`config.mk`:
```
export PLATFORM = sky130hd
export DESIGN_NAME = scan_run_object_detector_top
export DESIGN_NICKNAME = d
export VERILOG_FILES = /design/src/rtl/srod_pkg.sv /design/src/rtl/scan_run_object_detector_top.sv /design/src/rtl/srod_ctrl.sv /design/src/rtl/srod_dpath.sv
export SDC_FILE = /design/constraint.sdc
export NUM_CORES = 1
export LEC_CHECK = 0
export ABC_CLOCK_PERIOD_IN_PS = 7500
export BUFFER_PORTS_ARGS = -buffer_cell sky130_fd_sc_hd__buf_4
export CORE_MARGIN = 8
export CORE_UTILIZATION = 62
export CTS_BUF_LIST = sky130_fd_sc_hd__clkbuf_16
export DETAILED_ROUTE_END_ITERATION = 8
export PLACE_DENSITY = 0.82
export SLEW_MARGIN = 20
export SYNTH_ARGS = -nofsm -noshare
export SYNTH_HDL_FRONTEND = slang
export SYNTH_SLANG_ARGS = --single-unit
```
`constraint.sdc`:
```
create_clock -name clk -period 7.5 [get_ports clk]
set_input_delay 1.5 -clock clk [delete_from_list [all_inputs] [get_ports clk]]
set_output_delay 1.5 -clock clk [all_outputs]
set_load 0.02 [all_outputs]
```
`src/rtl/srod_pkg.sv`:
```
// ----------------------------------------------------------------------------
// srod_pkg
// Shared types and constants for the scan run object detector.
// ----------------------------------------------------------------------------
package srod_pkg;

	localparam int MAX_OBJECTS = 6;
	localparam int CNT_W       = $clog2(MAX_OBJECTS + 1);

	localparam int ANGLE_W = 8;
	localparam int RANGE_W = 8;
	localparam int OBJ_W   = 3;
	localparam int WIDTH_W = 8;
	localparam int SUM_W   = 16;
	localparam int SMALL_W = 16;

	localparam int IN_DATA_W  = 16;
	localparam int OUT_DATA_W = 32;
	localparam int CFG_IDX_W  = 2;
	localparam int CFG_DATA_W = 16;

	localparam int DIV_STEPS = SUM_W;
	localparam int DIV_CNT_W = $clog2(DIV_STEPS);

	localparam logic [RANGE_W-1:0] NEAR_LIMIT_RST  = 8'd80;
	localparam logic [WIDTH_W-1:0] MIN_WIDTH_RST   = 8'd5;
	localparam logic [SMALL_W-1:0] SMALL_LIMIT_RST = 16'd460;

	typedef enum logic [CFG_IDX_W-1:0] {
		CFG_NEAR_LIMIT  = 2'd0,
		CFG_MIN_WIDTH   = 2'd1,
		CFG_SMALL_LIMIT = 2'd2,
		CFG_UNUSED      = 2'd3
	} cfg_idx_t;

	typedef enum logic [1:0] {
		ST_IDLE,
		ST_DIV,
		ST_PROD,
		ST_OUT
	} state_t;

	typedef struct packed {
		logic accept;
		logic div_start;
		logic div_step;
		logic prod;
		logic load_out;
	} cmd_t;

	typedef struct packed {
		logic report;
		logic div_last;
		logic out_free;
	} status_t;

endpackage

```
`src/rtl/scan_run_object_detector_top.sv`:
```
// ----------------------------------------------------------------------------
// scan_run_object_detector_top
// Groups near range samples of a sweep into runs and reports wide runs.
//
// Channel  Dir  Handshake          Content
// s_*      in   s_tvalid/s_tready  one range sample per sweep angle
// m_*      out  m_tvalid/m_tready  one object report per reported run
// cfg_*    in   cfg_valid/cfg_ready  register index and write data
//
// A sample that reports nothing is only accepted. A reporting sample passes
// through accept, 16 steps of the restoring divider, the multiply and
// compare, and the output register load, which waits for a free register.
// The output register frees the input side while a report waits.
// Reset restores register defaults and clears the run and object count.
// ----------------------------------------------------------------------------
module scan_run_object_detector_top (
	input  logic                                 clk,
	input  logic                                 arst_n,
	input  logic                                 s_tvalid,
	output logic                                 s_tready,
	input  logic [srod_pkg::IN_DATA_W-1:0]       s_tdata,   // scan_angle, range_cm
	input  logic                                 s_tuser,   // sweep_start
	output logic                                 m_tvalid,
	input  logic                                 m_tready,
	output logic [srod_pkg::OUT_DATA_W-1:0]      m_tdata,   // object_number, centre_angle,
	                                                        // mean_range, run_width
	output logic                                 m_tuser,   // small_object
	input  logic                                 cfg_valid,
	output logic                                 cfg_ready,
	input  logic [srod_pkg::CFG_IDX_W-1:0]       cfg_index,
	input  logic [srod_pkg::CFG_DATA_W-1:0]      cfg_data
);
	import srod_pkg::*;

	cmd_t    cmd;
	status_t status;

	assign cfg_ready = 1'b1;

	srod_ctrl u_ctrl (
		.clk      (clk),
		.arst_n   (arst_n),
		.s_tvalid (s_tvalid),
		.s_tready (s_tready),
		.status   (status),
		.cmd      (cmd)
	);

	srod_dpath u_dpath (
		.clk       (clk),
		.arst_n    (arst_n),
		.cfg_valid (cfg_valid),
		.cfg_index (cfg_index),
		.cfg_data  (cfg_data),
		.s_tdata   (s_tdata),
		.s_tuser   (s_tuser),
		.m_tvalid  (m_tvalid),
		.m_tready  (m_tready),
		.m_tdata   (m_tdata),
		.m_tuser   (m_tuser),
		.cmd       (cmd),
		.status    (status)
	);

endmodule

```
`src/rtl/srod_ctrl.sv`:
```
// ----------------------------------------------------------------------------
// srod_ctrl
// Sequencer: accepts items, runs the divider, forms and hands off reports.
// ----------------------------------------------------------------------------
module srod_ctrl (
	input  logic              clk,
	input  logic              arst_n,
	input  logic              s_tvalid,
	output logic              s_tready,
	input  srod_pkg::status_t status,
	output srod_pkg::cmd_t    cmd
);
	import srod_pkg::*;

	state_t state_q;
	state_t state_d;

	always_ff @(posedge clk or negedge arst_n) begin
		if (!arst_n) begin
			state_q <= ST_IDLE;
		end else begin
			state_q <= state_d;
		end
	end

	always_comb begin
		state_d  = state_q;
		cmd      = '0;
		s_tready = 1'b0;
		case (state_q)
			ST_IDLE: begin
				s_tready = 1'b1;
				if (s_tvalid) begin
					cmd.accept = 1'b1;
					if (status.report) begin
						cmd.div_start = 1'b1;
						state_d       = ST_DIV;
					end
				end
			end
			ST_DIV: begin
				cmd.div_step = 1'b1;
				if (status.div_last) begin
					state_d = ST_PROD;
				end
			end
			ST_PROD: begin
				cmd.prod = 1'b1;
				state_d  = ST_OUT;
			end
			ST_OUT: begin
				if (status.out_free) begin
					cmd.load_out = 1'b1;
					state_d      = ST_IDLE;
				end
			end
			default: begin
				state_d = ST_IDLE;
			end
		endcase
	end

endmodule

```
`src/rtl/srod_dpath.sv`:
```
// ----------------------------------------------------------------------------
// srod_dpath
// Run tracking, configuration registers, restoring divider and output register.
// ----------------------------------------------------------------------------
module srod_dpath (
	input  logic                                 clk,
	input  logic                                 arst_n,
	input  logic                                 cfg_valid,
	input  logic [srod_pkg::CFG_IDX_W-1:0]       cfg_index,
	input  logic [srod_pkg::CFG_DATA_W-1:0]      cfg_data,
	input  logic [srod_pkg::IN_DATA_W-1:0]       s_tdata,
	input  logic                                 s_tuser,
	output logic                                 m_tvalid,
	input  logic                                 m_tready,
	output logic [srod_pkg::OUT_DATA_W-1:0]      m_tdata,
	output logic                                 m_tuser,
	input  srod_pkg::cmd_t                       cmd,
	output srod_pkg::status_t                    status
);
	import srod_pkg::*;

	logic [RANGE_W-1:0] near_limit_q;
	logic [WIDTH_W-1:0] min_width_q;
	logic [SMALL_W-1:0] small_limit_q;

	logic [WIDTH_W-1:0] run_length_q;
	logic [SUM_W-1:0]   range_sum_q;
	logic [CNT_W-1:0]   objects_q;

	logic [WIDTH_W-1:0]   width_q;
	logic [ANGLE_W-1:0]   centre_q;
	logic [OBJ_W-1:0]     objnum_q;
	logic [WIDTH_W-1:0]   rem_q;
	logic [SUM_W-1:0]     quo_q;
	logic [DIV_CNT_W-1:0] div_cnt_q;
	logic [RANGE_W-1:0]   mean_q;
	logic                 small_q;

	logic                  out_valid_q;
	logic [OUT_DATA_W-1:0] out_data_q;
	logic                  out_user_q;

	logic [ANGLE_W-1:0] angle;
	logic [RANGE_W-1:0] range_in;
	logic [WIDTH_W-1:0] len0;
	logic [SUM_W-1:0]   sum0;
	logic [CNT_W-1:0]   cnt0;
	logic               is_near;
	logic [SUM_W:0]     sum_ext;
	logic [WIDTH_W-1:0] half;
	logic [WIDTH_W:0]   shifted;
	logic               ge;
	logic [RANGE_W-1:0] mean_sat;
	logic [SUM_W-1:0]   prod;

	assign angle    = s_tdata[ANGLE_W-1:0];
	assign range_in = s_tdata[ANGLE_W +: RANGE_W];
	assign len0     = s_tuser ? '0 : run_length_q;
	assign sum0     = s_tuser ? '0 : range_sum_q;
	assign cnt0     = s_tuser ? '0 : objects_q;
	assign is_near  = range_in < near_limit_q;
	assign sum_ext  = {1'b0, sum0} + {{(SUM_W + 1 - RANGE_W){1'b0}}, range_in};
	assign half     = len0 >> 1;

	assign status.report   = !is_near && (len0 != '0) && (len0 >= min_width_q) &&
	                         (cnt0 < CNT_W'(MAX_OBJECTS));
	assign status.div_last = div_cnt_q == DIV_CNT_W'(DIV_STEPS - 1);
	assign status.out_free = !out_valid_q || m_tready;

	assign shifted  = {rem_q, quo_q[SUM_W-1]};
	assign ge       = shifted >= {1'b0, width_q};
	assign mean_sat = (|quo_q[SUM_W-1:RANGE_W]) ? '1 : quo_q[RANGE_W-1:0];
	assign prod     = mean_sat * width_q;

	always_ff @(posedge clk or negedge arst_n) begin
		if (!arst_n) begin
			near_limit_q  <= NEAR_LIMIT_RST;
			min_width_q   <= MIN_WIDTH_RST;
			small_limit_q <= SMALL_LIMIT_RST;
		end else if (cfg_valid) begin
			case (cfg_idx_t'(cfg_index))
				CFG_NEAR_LIMIT:  near_limit_q  <= cfg_data[RANGE_W-1:0];
				CFG_MIN_WIDTH:   min_width_q   <= cfg_data[WIDTH_W-1:0];
				CFG_SMALL_LIMIT: small_limit_q <= cfg_data[SMALL_W-1:0];
				default: begin
				end
			endcase
		end
	end

	always_ff @(posedge clk or negedge arst_n) begin
		if (!arst_n) begin
			run_length_q <= '0;
			range_sum_q  <= '0;
			objects_q    <= '0;
		end else if (cmd.accept) begin
			if (is_near) begin
				run_length_q <= (&len0) ? len0 : len0 + 1'b1;
				range_sum_q  <= sum_ext[SUM_W] ? '1 : sum_ext[SUM_W-1:0];
				objects_q    <= cnt0;
			end else begin
				run_length_q <= '0;
				range_sum_q  <= '0;
				objects_q    <= status.report ? cnt0 + 1'b1 : cnt0;
			end
		end
	end

	always_ff @(posedge clk) begin
		if (cmd.div_start) begin
			width_q  <= len0;
			centre_q <= (angle >= half) ? angle - half : '0;
			objnum_q <= OBJ_W'(cnt0);
			rem_q    <= '0;
			quo_q    <= sum0;
		end else if (cmd.div_step) begin
			rem_q <= ge ? WIDTH_W'(shifted - {1'b0, width_q}) : shifted[WIDTH_W-1:0];
			quo_q <= {quo_q[SUM_W-2:0], ge};
		end
		if (cmd.prod) begin
			mean_q  <= mean_sat;
			small_q <= prod < small_limit_q;
		end
		if (cmd.load_out) begin
			out_data_q <= {{(OUT_DATA_W - OBJ_W - ANGLE_W - RANGE_W - WIDTH_W){1'b0}},
			               width_q, mean_q, centre_q, objnum_q};
			out_user_q <= small_q;
		end
	end

	always_ff @(posedge clk or negedge arst_n) begin
		if (!arst_n) begin
			div_cnt_q <= '0;
		end else if (cmd.div_start) begin
			div_cnt_q <= '0;
		end else if (cmd.div_step) begin
			div_cnt_q <= div_cnt_q + 1'b1;
		end
	end

	always_ff @(posedge clk or negedge arst_n) begin
		if (!arst_n) begin
			out_valid_q <= 1'b0;
		end else if (cmd.load_out) begin
			out_valid_q <= 1'b1;
		end else if (m_tready) begin
			out_valid_q <= 1'b0;
		end
	end

	assign m_tvalid = out_valid_q;
	assign m_tdata  = out_data_q;
	assign m_tuser  = out_user_q;

endmodule

```
Word level (Yosys, flattened, before mapping):

Cells that the tools add are included.

* flip-flop bits (word level): 146
* output and inout port bits: 36
* logic and storage cells: 88

* eq/ne operators: 10
* add/sub/neg operators: 6
* multiplexer cells: 30
* $lt $le $gt $ge: 6
* reduce and logical (&&, ||, !) cells: 17
* multiply operators: 1

Operators with widths (count)
* two-way mux 16 bit: 5
* two-way mux 8 bit: 5
* adder 16 x 8 -> 17 bit: 1
* less-than comparator 16 bit: 1
* multiplier 8 x 8 -> 16 bit: 1
* two-way mux 2 bit: 6
* greater-or-equal comparator 9 x 8 -> 1 bit: 1
* two-way mux 3 bit: 3
* adder 8 x 1 -> 8 bit (second input constant): 1
* greater-or-equal comparator 8 x 7 -> 1 bit: 1
* greater-or-equal comparator 8 bit: 1
* less-than comparator 8 bit: 1
* two-way mux 1 bit: 8
* two-way mux 4 bit: 2
* one-hot mux 2 bit (4 select lines): 1
* AND reduction 8 bit: 1
* nonzero test 8 bit: 1
* OR reduction 8 bit: 1
* subtractor 8 x 7 -> 8 bit: 1
* subtractor 8 bit: 1
* == test 2 bit (second input constant): 3
* != test 2 bit (second input constant): 3
* AND reduction 2 bit: 3
* adder 4 x 1 -> 4 bit (second input constant): 1
* 11 further kinds: 17

Longest topological paths before layout:

Gate-level depths: netlist of run 1.

* depth after elaboration: 9
* mapped depth: 24
* depth with buffers taken out: 24

Hierarchy:

Synthesis of run 1 repeated with hierarchy kept, for this count alone.

* cell total of the unflattened synthesis: 990
* area, all modules: 10002.1 µm²

Modules (own cells, without submodules)
* srod_dpath: instances 1, cells an instance 968, area each 9763.1 µm²
* srod_ctrl: instances 1, cells an instance 20, area each 227.7 µm²
* scan_run_object_detector_top: instances 1, cells an instance 2, area each 11.3 µm²

Worst setup path after synthesis of run 1:

OpenSTA, ideal clock, no wires.

* kind: register to register
* start: reg u_dpath.quo_q[13]
* end: reg u_dpath.small_q (data pin)
* stages on the path, launching flop included: 25
* clock period less this slack: 5.998 ns
* data arrival time: 5.868 ns
* path slack: 1.502 ns
* path buffers: 0
* path through: edfxtp_1 -> nor4_1 -> nand2_1 -> nor2_1 -> inv_1 -> nand2_1 -> fa_1 -> fa_1 -> inv_1 -> fa_1 -> inv_1 -> fa_1 -> inv_1 -> ha_1 -> and3_1 -> a2111o_1 -> nand4_1 -> a21bo_2 -> nor2b_1 -> xnor2_1 -> ha_1 -> a21o_1 -> a21o_1 -> a2111oi_0 -> o21a_1

* word-level cells in the longest chain between the ends: 4

RTL lines
* from (decl): RTL line srod_dpath.sv:34 `logic [SUM_W-1:0] quo_q;`
* from (signal assigned): RTL line srod_dpath.sv:115 `quo_q <= sum0;`
* from (signal assigned): RTL line srod_dpath.sv:118 `quo_q <= {quo_q[SUM_W-2:0], ge};`
* OR reduction 8 bit: RTL line srod_dpath.sv:72 `assign mean_sat = (|quo_q[SUM_W-1:RANGE_W]) ? '1 : quo_q[RANGE_W-1:0];`
* two-way mux 8 bit: RTL line srod_dpath.sv:72
* named net u_dpath.mean_sat[1]: RTL line srod_dpath.sv:53 `logic [RANGE_W-1:0] mean_sat;`
* multiplier 8 x 8 -> 16 bit: RTL line srod_dpath.sv:73 `assign prod = mean_sat * width_q;`
* less-than comparator 16 bit: RTL line srod_dpath.sv:122 `small_q <= prod < small_limit_q;`
* to (signal assigned): RTL line srod_dpath.sv:122
* to (decl): RTL line srod_dpath.sv:37 `logic small_q;`

The timed path passes the listed nets, and every way through them passes these cells.
A chain may end at the register's enable or synchronous reset.

Worst setup path in the final report of run 1:

* start: reg u_dpath.quo_q[9]
* end: reg u_dpath.small_q (data pin)

Same word-level chain as after synthesis.

==> impl_results.md, run 1 <==
- Final nets: around 1200
- Syn_area_per_cell: ~10 µm²
- DRC: 0
- Post-CTS setup buffers: 0
- Met3 wire len: roughly 1400 µm
- Vias per cell: around 5.8
- CP Data Required Time: 7.80 ns
- Clock Pin Slew Worst Setup and Hold Paths: ~0.060 ns
- Die area: approximately 21000 µm²
- DR top layer: met4
- Initial antenna violation count: 0
- Layout cells sized above 1: 0.1546
- Synth cell types: 78
- TritonCTS buffer count: 17
- Gr ovfl total: 0
- Fin worst setup slack: 0.8323 ns
- GRT Total Usage: 0.2349
- Final Hold Fails: 0
- P_sw: slightly above 800 µW
- Max-slew violations: 0
- Ant. Diodes: 0
- Clock Power Share: 0.323
- Number of synthesized flops with an enable pin: a little over 70
- Worst slew pin tran: between 0.8 and 0.9 ns
- MaxCap Viol Count: 0
- Worst hold-check path type: flip-flop to flip-flop
- Die H: about 140 µm
- Worst IR drop on VDD: ~0.17 mV
- Kind of critical path: flip-flop to flip-flop
- Mux share of post-synthesis cell area: 0.05225
- Vias post-DR: 7474
- Async SR Flop Fraction: 0.4521
- Die X: 143.4 µm
- Hold-fix buffers at CTS: 0
- Setup crit end kind: flip-flop
- Post-Syn Instances: around 980
- Post-Synth Adder-Cell Area: 0.1983
- Lkg Pwr: 0.005119 µW
- Core Util, Final: 0.7135
- Post-cts resize count: 0
- Xor and xnor area share after synthesis: 0.02264
- Cell Area, Synth: approximately 10000 µm²
- Flop pwr share: 0.406
- CP Max Fanout: 8
- CTS tree: built
- Largest family of logic cells by synthesized area: adder cells
- Clk buf depth: 2
- First-pass GRT wire length: 37650 µm
- Initial Util: 0.6331
- Synthesis warning total: 0
- Area growth, synth to finish: 12.70%
- Routed Antenna Nets: 0
- Clk_lat worst skew: 0.43 ns
- Placed cells: about 1300
- Top post-synthesis cells by area: edfxtp_1 (21%), dfrtp_1 (14%), ha_1 (12%), fa_1 (7.8%), inv_1 (4.4%)
- Hpwl dp: approximately 17000 µm
- Yosys reg bits: 146
- Htree depth: 4
- Core area: around 16000 µm²
- Logic pwr share: 0.271
- Wl on met1: just under 10000 µm
- CP Launch Type: flip-flop
- Initial DRC count: between 500 and 600
- Main flop type after synthesis: edfxtp_1
- Power Dens Cells: about 230 nW/µm²
- Final period util: 0.8890
- Outcome: finished, final reports clean
- Commonest cells in the netlist: inv_1 (119), nor2_1 (105), ha_1 (97)
- Per-cell routed wire length: 17.77 µm
- Net Sw Frac: 0.3157
- Synth Area in Simple Gates: 0.1549
- Root Buffer: clkbuf_16
- Pre-antenna DRT Iters: 5
- Place WS: ~0.94 ns
- Int Pwr: 1757 µW
- Total length of routed met2 wires: between 10000 and 15000 µm
- Vias in the first global route: 7653
- Setup repair after global routing missed its margin: false
- # port buffers: 69
- Clk sink count: 146
- Final Skew: about 0.015 ns
- Final setup TNS: 0 ns
- Fill cell count: between 1000 and 1500
- Top-count cell post-synth: inv_1
- Slew HR: 0.4025
- Data arrival, critical path: approximately 7 ns
- Yosys top cell area share: 0.2150
- Fmax: ~150 MHz
- Yosys top cell by area: edfxtp_1
- Final setup vio count: 0
- Seq/Total Area, Yosys: 0.3962
- Final WL: around 23000 µm
- Core Rows: 46
- Minimum clock period after layout: approximately 6.7 ns
- IO Count: 76
- Finished Layout Cells: 1283
- Placer Congestion: between 0.9 and 1
- Largest net degree at the start of global routing: 67
- Synth Area in Compound Gates: 0.1151
-- layer usage --
metal  vias to the layer above  track usage
met5                         -            0
met4                         0       0.1013
met3                        48      0.04645
met2                       258       0.3934
met1                      3605       0.2907
li1                       3563            -
-- cells in the final DEF, fill, tap and decap left out, types with 28 or more instances in the layout --
| cell type | instances |
|---|---|
| buf_4 | 74 |
| dfrtp_1 | 57 |
| edfxtp_1 | 72 |
| fa_1 | 39 |
| ha_1 | 97 |
| inv_1 | 119 |
| mux2_2 | 28 |
| nand2_1 | 51 |
| nor2_1 | 105 |
| nor2b_1 | 29 |
| o21ai_0 | 58 |
-- worst max-delay path, stage by stage, from the launching register on --
cell	delay, ns
edfxtp_1	0.38
nor4_1	0.34
nand2_1	0.27
nor2_1	0.51
inv_1	0.12
nand2_1	0.12
fa_1	0.44
fa_1	0.54
inv_1	0.07
fa_1	0.54
inv_1	0.06
fa_1	0.54
inv_1	0.04
ha_1	0.33
o21a_1	0.15
a211oi_1	0.30
o21ai_0	0.16
a31oi_1	0.27
a21oi_1	0.12
xnor2_1	0.20
ha_1	0.27
nand4_1	0.14
nor3_1	0.07
a2111oi_0	0.38
o21a_1	0.18
-- area by class of cell --
| class | instances | area, µm² | area share |
|---|---|---|---|
| inverter | 124 | 465.4 | 0.04106 |
| clock inverter | 14 | 122.6 | 0.01082 |
| sequential | 146 | 3985 | 0.3516 |
| clock buffer | 18 | 450.4 | 0.03974 |
| multi-input combinational | 691 | 5485 | 0.4839 |
| tap | 216 | 270.3 | 0.02384 |
| timing repair buffer | 74 | 555.5 | 0.04901 |
-- cells by family (layout without fill, tap and decap cells) --
| group | count (synthesis) | in the layout |
|---|---|---|
| adder cells (fa/ha/maj) | 136 | 136 |
| AO/OA/AOI/OAI | 174 | 174 |
| buffers and inverters | 151 | 230 |
| flip-flops | 146 | 146 |
| XOR/XNOR | 26 | 26 |
| AND/OR/NAND/NOR | 304 | 304 |
| other | 2 | 6 |
| multiplexers | 45 | 45 |
-- path summary, 6_finish.rpt --
path,cells after the start,from,to,slack (ns)
max in group asynchronous,1,arst_n,u_dpath.small_limit_q[13]$_DFFE_PN0P_,5.75
min in group asynchronous,1,arst_n,u_dpath.objects_q[0]$_DFFE_PN0P_,1.17
worst min-delay path,0,u_dpath.centre_q[5]$_SDFFCE_PN0P_,u_dpath.m_tdata[8]$_DFFE_PP_,0.42
worst min register to register,0,u_dpath.centre_q[5]$_SDFFCE_PN0P_,u_dpath.m_tdata[8]$_DFFE_PP_,0.42
worst max-delay path,24,u_dpath.quo_q[9]$_DFFE_PP_,u_dpath.small_q$_DFFE_PP_,0.83
worst max register to register,24,u_dpath.quo_q[9]$_DFFE_PP_,u_dpath.small_q$_DFFE_PP_,0.83
-- power groups by stage --
stage	Sequential [µW]	Combinational, µW	Clock (µW)
global placement	1050	655	0
floorplan	1040	527	0
global route	1060	775	871
CTS	1040	692	837
detailed placement	1060	682	0
finish	1040	696	829
-- per-stage QoR --
stage	power [µW]	hold slack, ns	area, µm²
after floorplan	1564	0.4003	10070
after global placement	1705	0.4011	10760
after detailed placement	1738	0.4045	10760
after CTS	2571	0.4199	11330
after global routing	2702	0.4266	11330
final	2568	0.4177	11330
-- flip-flops by register name (all words and copies together), names as in the netlist, 2 cells and up --
name                   cells
u_dpath.small_limit_q     16
u_dpath.run_length_q       8
u_dpath.near_limit_q       8
u_dpath.min_width_q        8
u_dpath.div_cnt_q          4
u_dpath.range_sum_q       16
u_dpath.objnum_q           3
u_dpath.mean_q             8
u_dpath.objects_q          3
u_dpath.width_q            8
u_ctrl.state_q             2
u_dpath.centre_q           8
u_dpath.m_tdata           27
u_dpath.rem_q              8
u_dpath.quo_q             16
No activity file was read; power rests on OpenSTA's default activity.
==> inputs of run 2 (changes only) <==
--- a/config.mk
+++ b/config.mk
@@ -7,11 +7,13 @@
 export LEC_CHECK = 0
 export ABC_CLOCK_PERIOD_IN_PS = 7500
 export BUFFER_PORTS_ARGS = -buffer_cell sky130_fd_sc_hd__buf_4
+export CAP_MARGIN = 5
 export CORE_MARGIN = 8
-export CORE_UTILIZATION = 62
+export CORE_UTILIZATION = 55
 export CTS_BUF_LIST = sky130_fd_sc_hd__clkbuf_16
 export DETAILED_ROUTE_END_ITERATION = 8
-export PLACE_DENSITY = 0.82
+export PLACE_DENSITY = 0.74
+export RECOVER_POWER = 25
 export SLEW_MARGIN = 20
 export SYNTH_ARGS = -nofsm -noshare
 export SYNTH_HDL_FRONTEND = slang
==> run 2 against run 1 <==
Against the previous run:
- the run now ends with max-capacitance violations, max-slew violations left
- worst setup slack worse by 0.040 ns
- clock skew is 0.0030 ns lower
- via count is 1.9% lower
- largest power group unchanged
- sequential power hardly changed
- first-iteration DRC count is 1.5% higher
- clock-buffer cell count is 1 lower
- sequential share of layout area hardly changed
==> impl_results.md, run 2 (synthesis results as in run 1) <==
- DRC: 0
- Final nets: ~1200
- Final setup TNS: 0 ns
- Final Hold Fails: 0
- Power Dens Cells: 225.9 nW/µm²
- Clk_lat worst skew: around 0.43 ns
- Hold-fix buffers at CTS: 0
- CP Launch Type: flip-flop
- Most frequent cells in the layout: inv_1 (119), nor2_1 (106), ha_1 (97)
- Max-slew violations: ~110
- Vias per cell: between 5 and 6
- Placer Congestion: ~0.86
- Data arrival, critical path: roughly 7.0 ns
- Hpwl dp: between 15000 and 20000 µm
- Layout cells sized above 1: 0.1470
- CTS tree: built
- Die H: between 150 and 200 µm
- Vias in the first global route: between 7000 and 8000
- Final Skew: approximately 0.012 ns
- Clk sink count: between 100 and 150
- Worst slew pin tran: between 3 and 4 ns
- Worst IR drop on VDD: between 0.15 and 0.2 mV
- Htree depth: 4
- Slew HR: -1.475
- Final period util: 0.8943
- Fill cell count: approximately 1400
- P_sw: 816.1 µW
- Max reg flops: 27
- Routed Antenna Nets: 0
- Clock Power Share: 0.326
- Die X: between 150 and 200 µm
- Int Pwr: 1742 µW
- Area after DPL: ~11000 µm²
- CP Data Required Time: ~7.8 ns
- Initial Util: 0.5599
- Total chip power: about 2600 µW
- Kind of critical path: flip-flop to flip-flop
- Clock Pin Slew Worst Setup and Hold Paths: ~0.06 ns
- Post-cts resize count: 0
- Outcome: complete, but fails checks
- Commonest non-fill, non-tap cell in the layout: inv_1
- Largest net degree at the start of global routing: 67
- Violated checks: max-capacitance violations, max-slew violations
- Hold Crit Depth: 0
- Final setup vio count: 0
- Minimum clock period after layout: approximately 6.7 ns
- Core area: approximately 18000 µm²
- Die area: around 23000 µm²
- Slowest stage cell, crit path: fa_1
- Initial antenna violation count: 0
- Core Rows: a little under 50
- Flop pwr share: 0.406
- Gr ovfl total: 0
- Fmax: 149.1 MHz
- # port buffers: slightly below 70
- MaxCap Viol Count: 2
- Logic pwr share: 0.268
- R2R depth: 24
- CP Max Fanout: 8
- Pre-antenna DRT Iters: 4
- Min Hold Slack: roughly 0.42 ns
- Setup repair after global routing missed its margin: false
- Final WL: 22120 µm
- Per-cell routed wire length: roughly 17 µm
- Setup crit end kind: flip-flop
- Worst hold-check path type: flip-flop to flip-flop
- First-pass GRT wire length: 36430 µm
- Ant. Diodes: 0
- Vias post-DR: approximately 7300
- TritonCTS buffer count: 17
- Clk buf depth: 2
- Max incr delay on CP: between 0.5 and 0.6 ns
- Root Buffer: clkbuf_16
- Post-route design area: about 11000 µm²
- Area growth, synth to finish: 12.60%
- CP cell instances: nor4_1, nand2_1, nor2_1, inv_1, nand2_1, fa_1, fa_1, inv_1, fa_1, inv_1, fa_1, inv_1, ha_1, o21a_1, a211oi_1, o21ai_0, a31oi_1, a21oi_1, xnor2_1, ha_1, nand4_1, nor3_1, a2111oi_0, o21a_1
- Core Util, Final: 0.6304
- IO Count: 76
- Post-CTS setup buffers: 0
- Lkg Pwr: just over 0.005 µW
- Net Sw Frac: 0.3190
- GRT Total Usage: 0.2036
- Initial DRC count: about 530
run 2: cell types whose count changed in the layout (fill, tap and decap cells not counted), moves of 2 or more:
cell,change
inv_2,-2
clkinvlp_4,+2
buf_4,-7
inv_8,+4
clkbuf_1,+7
inv_4,-3
run 2: power groups by stage:
stage                     Combinational, µW  Clock (µW)  Sequential, µW
final                                   686         833            1040
after global placement                  667           0            1050
after floorplan                         527           0            1040
after CTS                               686         839            1040
after global routing                    768         879            1050
after detailed placement                680           0            1050
run 2: path summary, 6_finish.rpt:
kind | start | endpoint | slack [ns]
setup reg to reg | u_dpath.quo_q[9]$_DFFE_PP_ | u_dpath.small_q$_DFFE_PP_ | 0.79
min in group asynchronous | arst_n | u_dpath.small_limit_q[13]$_DFFE_PN0P_ | 2.35
max in group asynchronous | arst_n | u_ctrl.state_q[1]$_DFFE_PN0P_ | 3.04
hold / removal | u_dpath.centre_q[3]$_SDFFCE_PN0P_ | u_dpath.m_tdata[6]$_DFFE_PP_ | 0.42
setup / recovery | u_dpath.quo_q[9]$_DFFE_PP_ | u_dpath.small_q$_DFFE_PP_ | 0.79
hold reg to reg | u_dpath.centre_q[3]$_SDFFCE_PN0P_ | u_dpath.m_tdata[6]$_DFFE_PP_ | 0.42
run 2: cell type report:
| cell class | count | area [µm²] | share of cell area |
|---|---|---|---|
| Multi-Input combinational cell | 691 | 5478 | 0.4837 |
| Inverter | 124 | 465.4 | 0.04110 |
| Clock inverter | 15 | 147.6 | 0.01304 |
| Tap cell | 229 | 286.5 | 0.02530 |
| Timing Repair Buffer | 75 | 536.8 | 0.04740 |
| Clock buffer | 17 | 425.4 | 0.03756 |
| Sequential cell | 146 | 3985 | 0.3519 |
run 2: critical path, delay by kind of cell, from the launching register on:
kind | cells | cell delay (ns)
buf+inv | 4 | 0.29
simple gates | 6 | 1.38
compound gates | 7 | 1.61
fa+ha+maj | 6 | 2.66
flops | 1 | 0.40
xor+xnor | 1 | 0.21
run 2: metal layers:
layer / track usage / part of all wire / up-vias
li1: - / - / 3562
met1: 0.2737 / 0.45 / 3540
met2: 0.3253 / 0.47 / 201
met3: 0.04123 / 0.055 / 32
met4: 0.06284 / 0.019 / 0
met5: 0 / 0 / -
run 2: stage by stage:
step / cells / setup slack (ns)
floorplan: 988 / 1.502
global placement: 1265 / 1.081
detailed placement: 1265 / 0.8790
CTS: 1297 / 0.8525
global route: 1297 / 0.3042
finish: 1297 / 0.7925
